`src/rtl/core/mmfc_pkg.sv`:
```
`timescale 1ns / 1ps
// ----------------------------------------------------------------------------
// mmfc_pkg: shared types and constants
// Mode codes, operation selects, the arithmetic unit control struct and the CRC lookup ROM.
// ----------------------------------------------------------------------------
package mmfc_pkg;

   localparam logic [1:0] MODE_SUM    = 2'd0;
   localparam logic [1:0] MODE_ROTATE = 2'd1;
   localparam logic [1:0] MODE_CRC    = 2'd2;
   localparam logic [1:0] MODE_ALT    = 2'd3;

   // Operation selects for the shared arithmetic unit.
   localparam logic [2:0] OP_ADD  = 3'd0;
   localparam logic [2:0] OP_ROT  = 3'd1;
   localparam logic [2:0] OP_CRC  = 3'd2;
   localparam logic [2:0] OP_FOLD = 3'd3;
   localparam logic [2:0] OP_NOT  = 3'd4;

   typedef struct packed {
      logic [2:0] op;
      logic [7:0] octet;
   } alu_ctrl_type;

   function automatic logic [31:0] crc_rom(input logic [7:0] idx);
      logic [31:0] c;
      c = {24'd0, idx};
      for (int k = 0; k < 8; k++) begin
         c = c[0] ? ((c >> 1) ^ 32'hedb88320) : (c >> 1);
      end
      return c;
   endfunction

endpackage

```
`src/rtl/core/mmfc_alu.sv`:
```
`timescale 1ns / 1ps
// ----------------------------------------------------------------------------
// mmfc_alu: shared checksum arithmetic unit
// One add, rotate-add, table CRC step, half fold or complement per cycle.
// ----------------------------------------------------------------------------
module mmfc_alu (
   input  mmfc_pkg::alu_ctrl_type ctrl,
   input  logic [31:0]            acc,
   output logic [31:0]            result
);
   import mmfc_pkg::*;

   logic [15:0] rot;

   always_comb begin
      rot = {acc[0], acc[15:1]};
      case (ctrl.op)
         OP_ADD:  result = acc + {24'd0, ctrl.octet};
         OP_ROT:  result = {16'd0, rot + {8'd0, ctrl.octet}};
         OP_CRC:  result = {acc[23:0], 8'd0} ^ crc_rom(acc[31:24] ^ ctrl.octet);
         OP_FOLD: result = {16'd0, acc[15:0]} + {16'd0, acc[31:16]};
         OP_NOT:  result = ~acc;
         default: result = acc;
      endcase
   end
endmodule

```
`src/rtl/core/multi_mode_file_checksum_unit.sv`:
```
`timescale 1ns / 1ps
// ----------------------------------------------------------------------------
// multi_mode_file_checksum_unit: stream checksum (sum / cksum family)
// Byte sum, rotate-add sum or table CRC with appended length over a stream.
// ----------------------------------------------------------------------------
// A byte word is taken while the unit is idle. A word that closes the stream
// then runs a short finish sequence on the single shared arithmetic unit: two
// fold steps (FOLD1, FOLD2) in modes 0 and 3; in mode 2 one CRC step for each
// length byte up to the highest nonzero one (none for an empty stream, at most
// four) plus one complement step; mode 1 needs none. The DONE state then loads
// the output register, and the input stays stalled until that result has been
// taken. A word that does not close the stream leaves the unit idle and ready
// for the next word; after a closing word the next word waits for the finish
// sequence, the DONE state and the taking of the result. The block count for
// modes 0, 1 and 3 is kept as the stream runs, so no divide is needed.
module multi_mode_file_checksum_unit #(
   parameter int BLOCK_BYTES = 512
) (
   input  logic        clock,
   input  logic        reset,
   input  logic        req_valid,
   output logic        req_stall,
   input  logic [7:0]  req_data_byte,
   input  logic        req_has_byte,
   input  logic        req_end_of_stream,
   output logic        rsp_valid,
   input  logic        rsp_stall,
   output logic [31:0] rsp_check_value,
   output logic [31:0] rsp_size_value,
   input  logic        csr_valid,
   output logic        csr_ready,
   input  logic [1:0]  csr_sum_mode
);
   import mmfc_pkg::*;

   localparam int BLK_W = (BLOCK_BYTES > 1) ? $clog2(BLOCK_BYTES) : 1;
   localparam logic [BLK_W-1:0] OFF_LAST = BLK_W'(BLOCK_BYTES - 1);

   localparam logic [2:0] ST_IDLE  = 3'd0;
   localparam logic [2:0] ST_FOLD1 = 3'd1;
   localparam logic [2:0] ST_FOLD2 = 3'd2;
   localparam logic [2:0] ST_LEN   = 3'd3;
   localparam logic [2:0] ST_NOT   = 3'd4;
   localparam logic [2:0] ST_DONE  = 3'd5;

   logic [2:0]  state_ff, state_in;
   logic [1:0]  mode_ff;
   logic [31:0] acc_ff, acc_in;
   logic [31:0] total_ff, total_in;
   logic [31:0] shift_ff, shift_in;
   logic [BLK_W-1:0] off_ff, off_in;
   logic [31:0] blk_ff, blk_in;
   logic        rv_ff;
   logic [31:0] chk_ff, size_ff;
   logic        accept, take_out;
   alu_ctrl_type ctrl;
   logic [31:0] alu_res;

   mmfc_alu u_alu (.ctrl(ctrl), .acc(acc_ff), .result(alu_res));

   assign take_out  = rv_ff && !rsp_stall;
   assign req_stall = (state_ff != ST_IDLE) || rv_ff;
   assign accept    = req_valid && !req_stall;
   assign csr_ready = 1'b1;

   always_comb begin
      ctrl.octet = req_data_byte;
      unique case (mode_ff)
         MODE_ROTATE: ctrl.op = OP_ROT;
         MODE_CRC:    ctrl.op = OP_CRC;
         default:     ctrl.op = OP_ADD;
      endcase
      if (state_ff == ST_FOLD1 || state_ff == ST_FOLD2) ctrl.op = OP_FOLD;
      if (state_ff == ST_LEN) begin
         ctrl.op = OP_CRC;
         ctrl.octet = shift_ff[7:0];
      end
      if (state_ff == ST_NOT) ctrl.op = OP_NOT;
   end

   always_comb begin
      state_in = state_ff;
      acc_in   = acc_ff;
      total_in = total_ff;
      shift_in = shift_ff;
      off_in   = off_ff;
      blk_in   = blk_ff;
      unique case (state_ff)
         ST_IDLE: begin
            if (accept) begin
               if (req_has_byte) begin
                  acc_in   = alu_res;
                  total_in = total_ff + 32'd1;
                  // A wrapping byte count starts the block count over as well.
                  if (total_ff == 32'hffff_ffff) begin
                     off_in = '0;
                     blk_in = 32'd0;
                  end else begin
                     if (off_ff == '0) blk_in = blk_ff + 32'd1;
                     off_in = (off_ff == OFF_LAST) ? '0 : off_ff + BLK_W'(1);
                  end
               end
               if (req_end_of_stream) begin
                  shift_in = total_in;
                  unique case (mode_ff)
                     MODE_ROTATE: state_in = ST_DONE;
                     MODE_CRC: state_in = (total_in != 32'd0) ? ST_LEN : ST_NOT;
                     default:  state_in = ST_FOLD1;
                  endcase
               end
            end
         end
         ST_FOLD1: begin
            acc_in   = alu_res;
            state_in = ST_FOLD2;
         end
         ST_FOLD2: begin
            acc_in   = alu_res;
            state_in = ST_DONE;
         end
         ST_LEN: begin
            acc_in   = alu_res;
            shift_in = shift_ff >> 8;
            if ((shift_ff >> 8) == 32'd0) state_in = ST_NOT;
         end
         ST_NOT: begin
            acc_in   = alu_res;
            state_in = ST_DONE;
         end
         ST_DONE: begin
            acc_in   = 32'd0;
            total_in = 32'd0;
            shift_in = 32'd0;
            off_in   = '0;
            blk_in   = 32'd0;
            state_in = ST_IDLE;
         end
         default: state_in = ST_IDLE;
      endcase
   end

   always_ff @(posedge clock) begin
      if (reset) begin
         state_ff <= ST_IDLE;
         mode_ff  <= MODE_SUM;
         acc_ff   <= 32'd0;
         total_ff <= 32'd0;
         shift_ff <= 32'd0;
         off_ff   <= '0;
         blk_ff   <= 32'd0;
         rv_ff    <= 1'b0;
      end else begin
         state_ff <= state_in;
         acc_ff   <= acc_in;
         total_ff <= total_in;
         shift_ff <= shift_in;
         off_ff   <= off_in;
         blk_ff   <= blk_in;
         if (csr_valid && csr_ready) mode_ff <= csr_sum_mode;
         if (state_ff == ST_DONE) rv_ff <= 1'b1;
         else if (take_out) rv_ff <= 1'b0;
      end
   end

   // Mode 1 reports only the low half, even if an earlier mode of the same
   // stream left the upper half set.
   always_ff @(posedge clock) begin
      if (state_ff == ST_DONE) begin
         chk_ff  <= (mode_ff == MODE_ROTATE) ? {16'd0, acc_ff[15:0]} : acc_ff;
         size_ff <= (mode_ff == MODE_CRC) ? total_ff : blk_ff;
      end
   end

   assign rsp_valid       = rv_ff;
   assign rsp_check_value = chk_ff;
   assign rsp_size_value  = size_ff;
endmodule

```
`config.mk`:
```
export PLATFORM = sky130hd
export DESIGN_NAME = multi_mode_file_checksum_unit
export DESIGN_NICKNAME = d
export VERILOG_FILES = /design/src/rtl/core/mmfc_pkg.sv /design/src/rtl/core/mmfc_alu.sv /design/src/rtl/core/multi_mode_file_checksum_unit.sv
export SDC_FILE = /design/constraint.sdc
export NUM_CORES = 1
export LEC_CHECK = 0
export BUFFER_PORTS_ARGS = -buffer_cell sky130_fd_sc_hd__buf_2
export CAP_MARGIN = 0
export CORE_MARGIN = 3
export CORE_UTILIZATION = 50
export DETAILED_ROUTE_END_ITERATION = 10
export PLACE_DENSITY = 0.66
export SYNTH_ARGS = -nofsm -noshare
export SYNTH_HDL_FRONTEND = slang
export SYNTH_SLANG_ARGS = --single-unit
```
`constraint.sdc`:
```
create_clock -name clock -period 6.7 [get_ports clock]
set_input_delay 0.67 -clock clock [delete_from_list [all_inputs] [get_ports clock]]
set_output_delay 0.67 -clock clock [all_outputs]
set_load 0.01 [all_outputs]
```
== Yosys cells after proc, flatten, opt, wreduce, memory -nomap -nowiden ==
Cells that the tools add are included.

* Register bits: 207
* Bits in latches: 0
* RAM bits: 0
* Memories kept: 0
* Output and inout port bits: 67
* Memory bits (read-only): 0
* Logic and storage cells: 113

* Mux-type cells: 43
* Div/mod/pow operators: 0
* Shift operators: 0
* Equality and inequality tests: 18
* Bitwise gates (word level): 11
* $mul: 0
* Reductions and logical operators: 24
* $lt $le $gt $ge: 0
* $add $sub $neg: 6

{| class="wikitable"
|+ Operators with widths
! operator !! count
|-
| 32-bit 2-to-1 mux || 21
|-
| 32-bit case mux with 3 select lines || 2
|-
| 32-bit case mux with 5 select lines || 1
|-
| 32-bit case mux with 2 select lines || 2
|-
| 13-bit NOT with 14-bit output || 7
|-
| 32-bit by 1-bit adder with 32-bit output, second input constant || 2
|-
| 9-bit 2-to-1 mux || 4
|-
| 32-bit by 8-bit adder with 32-bit output || 1
|-
| 32-bit == test, second input constant || 1
|-
| 32-bit zero test || 1
|-
| 32-bit NOT || 1
|-
| 32-bit nonzero test || 1
|-
| 32-bit bitwise XOR || 1
|-
| 9-bit case mux with 2 select lines || 1
|-
| 16-bit by 16-bit adder with 17-bit output || 1
|-
| 16-bit by 8-bit adder with 16-bit output || 1
|-
| 3-bit 2-to-1 mux || 5
|-
| 1-bit NOT with 14-bit output || 1
|-
| 3-bit by 2-bit == test with 1-bit output, second input constant || 4
|-
| 3-bit case mux with 4 select lines || 1
|-
| 3-bit AND reduction || 4
|-
| 11-bit 2-to-1 mux || 1
|-
| 9-bit by 1-bit adder with 9-bit output, second input constant || 1
|-
| 3-bit == test, second input constant || 3
|-
| other kinds (23) || 34
|}

== Logic depth before layout (Yosys ltp) ==
* Word-level depth: 26
* Gate-level depth with buffers: 16
* Mapped depth without buffers: 14

== Modules after synthesis ==
From an unflattened synthesis, not the netlist that was laid out.

* Cells, all modules: 1632
* Area total of the unflattened synthesis: 14018.4 um^2

{| class="wikitable"
|+ Modules (own cells, without submodules)
! module !! cells an instance !! times used !! area each (um^2)
|-
| multi_mode_file_checksum_unit || 1003 || 1 || 9659.3
|-
| mmfc_alu || 629 || 1 || 4359.2
|}

== Least setup slack after synthesis ==
Ideal clock, no wire load.

* Path type: register to register
* From: register state_ff[0]
* To: register blk_ff[31]
* Cell stages (with the launch flop): 11
* Slack: 3.004 ns
* Buffers on the path: 1
* Data arrival time: 3.626 ns
* Library setup time: 0.070 ns
* Cell sequence: dfxtp_1 -> buf_2 -> nand2_1 -> or2_2 -> inv_1 -> o31ai_2 -> nor2b_4 -> nor3b_4 -> nand3_2 -> or3_1 -> a21oi_1

* Longest elaborated chain between the ends: 6
* Elaborated cells on any way between the ends: 12
* Those cells by class: 4 x eq/ne; 1 x mux; 7 x reduce/logical

{| class="wikitable"
|+ Ends and longest elaborated chain
! item !! line !! source
|-
| from (decl) || multi_mode_file_checksum_unit.sv:46 || <nowiki>logic [2:0] state_ff, state_in;</nowiki>
|-
| from (signal assigned) || multi_mode_file_checksum_unit.sv:153 || <nowiki>state_ff <= state_in;</nowiki>
|-
| 3-bit nonzero test || multi_mode_file_checksum_unit.sv:62 || <nowiki>assign req_stall = (state_ff != ST_IDLE) || rv_ff;</nowiki>
|-
| 1-bit logical OR || multi_mode_file_checksum_unit.sv:62 ||
|-
| 1-bit zero test || multi_mode_file_checksum_unit.sv:63 || <nowiki>assign accept = req_valid && !req_stall;</nowiki>
|-
| 1-bit logical AND || multi_mode_file_checksum_unit.sv:63 ||
|-
| 2-bit inequality test (no source line) || n/a ||
|-
| 4-bit AND reduction (no source line) || n/a ||
|-
| to (signal assigned) || multi_mode_file_checksum_unit.sv:158 || <nowiki>blk_ff <= blk_in;</nowiki>
|-
| to (decl) || multi_mode_file_checksum_unit.sv:52 || <nowiki>logic [31:0] blk_ff, blk_in;</nowiki>
|}

Parallel ways exist; a longest one is shown, timed or not.
A chain may end at the register's enable or synchronous reset.

== Worst setup path after layout ==
* From: register state_ff[2]
* To: register acc_ff[28]

* Longest elaborated chain between the ends: 18
* Elaborated cells on any way between the ends: 42
* Those cells by class: 1 x add/sub; 11 x eq/ne; 15 x mux; 5 x bitwise; 10 x reduce/logical

{| class="wikitable"
|+ Ends and longest elaborated chain
! item !! line !! source
|-
| 3-bit by 2-bit == test with 1-bit output || multi_mode_file_checksum_unit.sv:74, multi_mode_file_checksum_unit.sv:88 ||
|-
| 11-bit 2-to-1 mux || multi_mode_file_checksum_unit.sv:74 || <nowiki>if (state_ff == ST_LEN) begin</nowiki>
|-
| 8-bit bitwise XOR || mmfc_alu.sv:20 || <nowiki>OP_CRC: result = {acc[23:0], 8'd0} ^ crc_rom(acc[31:24] ^ ctrl.octet);</nowiki>
|-
| 32-bit 2-to-1 mux (5 in a row) || mmfc_pkg.sv:29 || <nowiki>c = c[0] ? ((c >> 1) ^ 32'hedb88320) : (c >> 1);</nowiki>
|-
| 13-bit NOT with 14-bit output (no source line) || n/a ||
|-
| 32-bit 2-to-1 mux || mmfc_pkg.sv:29 ||
|-
| 13-bit NOT with 14-bit output (no source line) || n/a ||
|-
| 32-bit 2-to-1 mux (2 in a row) || mmfc_pkg.sv:29 ||
|-
| 32-bit bitwise XOR || mmfc_alu.sv:20 ||
|-
| 32-bit case mux with 5 select lines || mmfc_alu.sv:17 || <nowiki>case (ctrl.op)</nowiki>
|-
| 32-bit 2-to-1 mux || multi_mode_file_checksum_unit.sv:91 || <nowiki>if (req_has_byte) begin</nowiki>
|-
| 32-bit 2-to-1 mux || multi_mode_file_checksum_unit.sv:90 || <nowiki>if (accept) begin</nowiki>
|-
| 32-bit case mux with 3 select lines || multi_mode_file_checksum_unit.sv:88 || <nowiki>unique case (state_ff)</nowiki>
|-
| to (signal assigned) || multi_mode_file_checksum_unit.sv:154 || <nowiki>acc_ff <= acc_in;</nowiki>
|-
| to (decl) || multi_mode_file_checksum_unit.sv:48 || <nowiki>logic [31:0] acc_ff, acc_in;</nowiki>
|}

Parallel ways exist; a longest one is shown, timed or not. The select of a mux whose other input is x is not followed.

==> results.yml <==
die:
  coreArea_um2: 25500
  die_width_um: 168
  ios: 84
  start_util_pct: 51.5
  fp.dieH_um: 168
  die_area_um2: 28300
  rows: 58
critical_path:
  critPathRequiredTime_ns: 7.15
  critPathKind: "reg2reg"
  crit_fanout: 33
  worst_setup_path_end_kind: "register"
  cp_slowest_cell: "dfxtp_1"
  crit_arrival_ns: 5.14
  rr_startpoint: "state_ff[2]"
  ff2ff_path_depth: 15
  r2r_end: "acc_ff[28]"
  regToRegSetupSlack_ns: 2.01
  path_common_cell: "o21a_1"
  max_stage_delay_ns: 0.64
  cp-start-kind: "register"
  path_cells: "and3b_1 > buf_4 > mux2_2 > ha_1 > inv_1 > fa_1 > nor2b_1 > o21ai_0 > a21boi_0 > o211ai_1 > nor3_1 > nand3_1 > o21a_1 > o21a_1 > o31ai_1"
detailed_routing:
  finalWirelength_um: 38200
  drt_iter0_markers: 1341
  drtAntennaViolNets: 0
  drc: 0
  drtPass1Iterations: 7
  via_count: 11700
  viasPerCell: 6.21
  post_drt_wl_per_cell_um: 20.3
timing:
  rsz0062_at_grt: "false"
  fmax_mhz: 213
  setup_violations: 0
  max_slew_margin_pct: 23.1
  setup_tns_ns: 0
  finalHoldViolCount: 0
  period_share_pct: 70.0
  fin_crit_ns: 4.69
  finClkSkew_ns: 0.0199
  tightestPinTransition_ns: 1.15
  drv_slew: 0
clock_tree:
  cts-htree-levels: 1
  tritoncts: "done"
  holdBufCountCts: 0
  insertion_delay_ns: 0.54
  clk_pin_slew_worst_paths_ns: 0.06
  cts_buffers: 24
  cts_buffer_depth: 3
  post_cts_resized: 0
  root_buffer: "clkbuf_16"
  cts_sinks: 207
  cts_setup_buffers: 0
finish:
  regArea_um2: 4780
  fill_cells: 2363
  drive_gt1_share_pct: 14.2
  multi_input_area_um2: 7850
  fin_area_um2: 14500
  fin_nets: 1593
  instances_no_fill: 1881
  area_delta_synth_final_pct: 9.81
  antenna_cells: 0
synthesis:
  synthArstFlopShare_pct: 0
  avgSynthCellArea_um2: 8.69
  yosysTopAreaCellShare_pct: 21.7
  synth-seq-area-share_pct: 36.3
  synth_warnings: 0
  netlist-cell-type-count: 86
  synth_area_leaders: "dfxtp_1 22%, edfxtp_1 15%, nor2_1 5.4%, xnor2_1 5.1%, xor2_1 4.0%"
  synth_common_cells: "190 x nor2_1, 143 x dfxtp_1, 128 x nand2_1, 89 x o21ai_0, 86 x a21oi_1"
  yosysTopAreaCell: "dfxtp_1"
  synth-edff-count: 64
  synth.most_common_cell: "nor2_1"
  synth_area_um2: 13200
  synthCells: 1514
  synth_nets: 1574
  synthFlopType: "dfxtp_1"
  synth_seq_cells: 207
placed_design:
  gp_congestion: 0.971
  port_buffers: 82
  dp_cells: 1837
  hpwl_um: 27100
  placed_area_um2: 13700
outcome:
  outcome: "completed"
global_route:
  grt_max_degree: 65
  grt_usage_pct: 26.2
  overflow: 0
  grt_pass1_wl_um: 60700
  grt_pass1_vias: 10900
  antenna_found_initial: 1
min_path:
  min_path_cells: 3
  min_from: "rsp_stall"
  min_to: "rsp_valid"
  hp-class: "in2reg"
power:
  total_power_uw: 3730
  seqPwrFrac_pct: 38.5
  swShare_pct: 33.8
  combPwrFrac_pct: 26.9
  vdd_drop_max_mv: 0.178
  p_int_uw: 2470
  p_switching_uw: 1260
  p_leak_uw: 0.00529
  powerDensity_nw_per_um2: 258
  power.share.clock_pct: 34.6
job:
  drv_cap: 0
## power groups by stage
stage                     logic, uW  clock network [uW]  registers, uW
after floorplan                 793                   0           1390
after global placement          967                   0           1460
after detailed placement        977                   0           1460
after CTS                       984                1310           1430
after global routing           1090                1360           1440
final                          1000                1290           1440
## worst max-delay path: cells and delay by family, from the launching register on
kind / cells / cell delay (ns)
buffers and inverters: 2 / 0.31
muxes: 1 / 0.35
DFF: 1 / 0.64
AOI/OAI and AO/OA: 6 / 1.62
adders and majority gates: 2 / 0.59
and+or+nand+nor: 4 / 1.09
## final cells by class
cell class | count | area share, %
clock buffers | 34 | 4.90
clock inverters | 10 | 0.502
inverters | 29 | 0.753
multi-input cells | 1175 | 54.3
flip-flops and latches | 207 | 33.1
well taps | 330 | 2.86
repair buffers | 96 | 3.58
## cell families (layout without fill, tap and decap cells)
| kind of cell | Yosys count | after routing | share of synthesized area, % |
|---|---|---|---|
| AO/OA/AOI/OAI | 351 | 351 | 17.5 |
| XOR/XNOR | 154 | 154 | 12.0 |
| adder cells (fa/ha/maj) | 43 | 43 | 4.26 |
| buffers and inverters | 132 | 169 | 4.12 |
| flip-flops | 207 | 207 | 36.3 |
| multiplexers | 45 | 45 | 3.98 |
| other | 1 | 1 | 0.0285 |
| AND/OR/NAND/NOR | 581 | 581 | 21.8 |
## worst max path at each step
stage | endpoint | startpoint | cells past startpoint
3_5_place_dp | acc_ff[28] | state_ff[2] | 15
2_1_floorplan | blk_ff[31] | state_ff[0] | 10
5_1_grt | acc_ff[28] | state_ff[1] | 15
4_1_cts | acc_ff[28] | state_ff[2] | 15
6_report | acc_ff[28] | state_ff[2] | 15
3_3_place_gp | acc_ff[28] | state_ff[2] | 15
## metal layers
layer / global-route usage (%) / vias up / wire length [um]
met3: 5.68 / 70 / 3850
met4: 5.80 / 2 / 775
met5: 0 / - / 12
met2: 38.1 / 564 / 15800
li1: - / 5547 / -
met1: 39.8 / 5504 / 17700
## registers in the layout, summed over array words and instances, names as in the netlist
register,count
mode_ff,2
rsp_check_value,32
blk_ff,32
off_ff,9
state_ff,3
total_ff,32
rsp_size_value,32
acc_ff,32
rsp_valid,1
shift_ff,32
## through the flow
step	hold slack, ns	worst slack, ns	util [%]
detailed placement	0.473	2.13	53.5
finish	0.396	2.01	56.6
floorplan	0.435	3.00	-
global route	0.416	1.69	56.6
CTS	0.378	2.11	56.6
global placement	0.462	2.33	53.5
## cell usage in the layout, fill, tap and decap left out, types with 24 or more instances in the layout
cell type  instances
a21oi_1           86
o21ai_0           89
nand2_1          128
inv_1             28
mux2_2            37
clkbuf_16         24
edfxtp_1          64
nor3_1            34
nand4_1           29
buf_2             81
nor2_1           190
and3_1            28
ha_1              40
nand3_1           43
dfxtp_1          143
xor2_1            60
xnor2_1           77
Power figures use the tool's default switching activity.
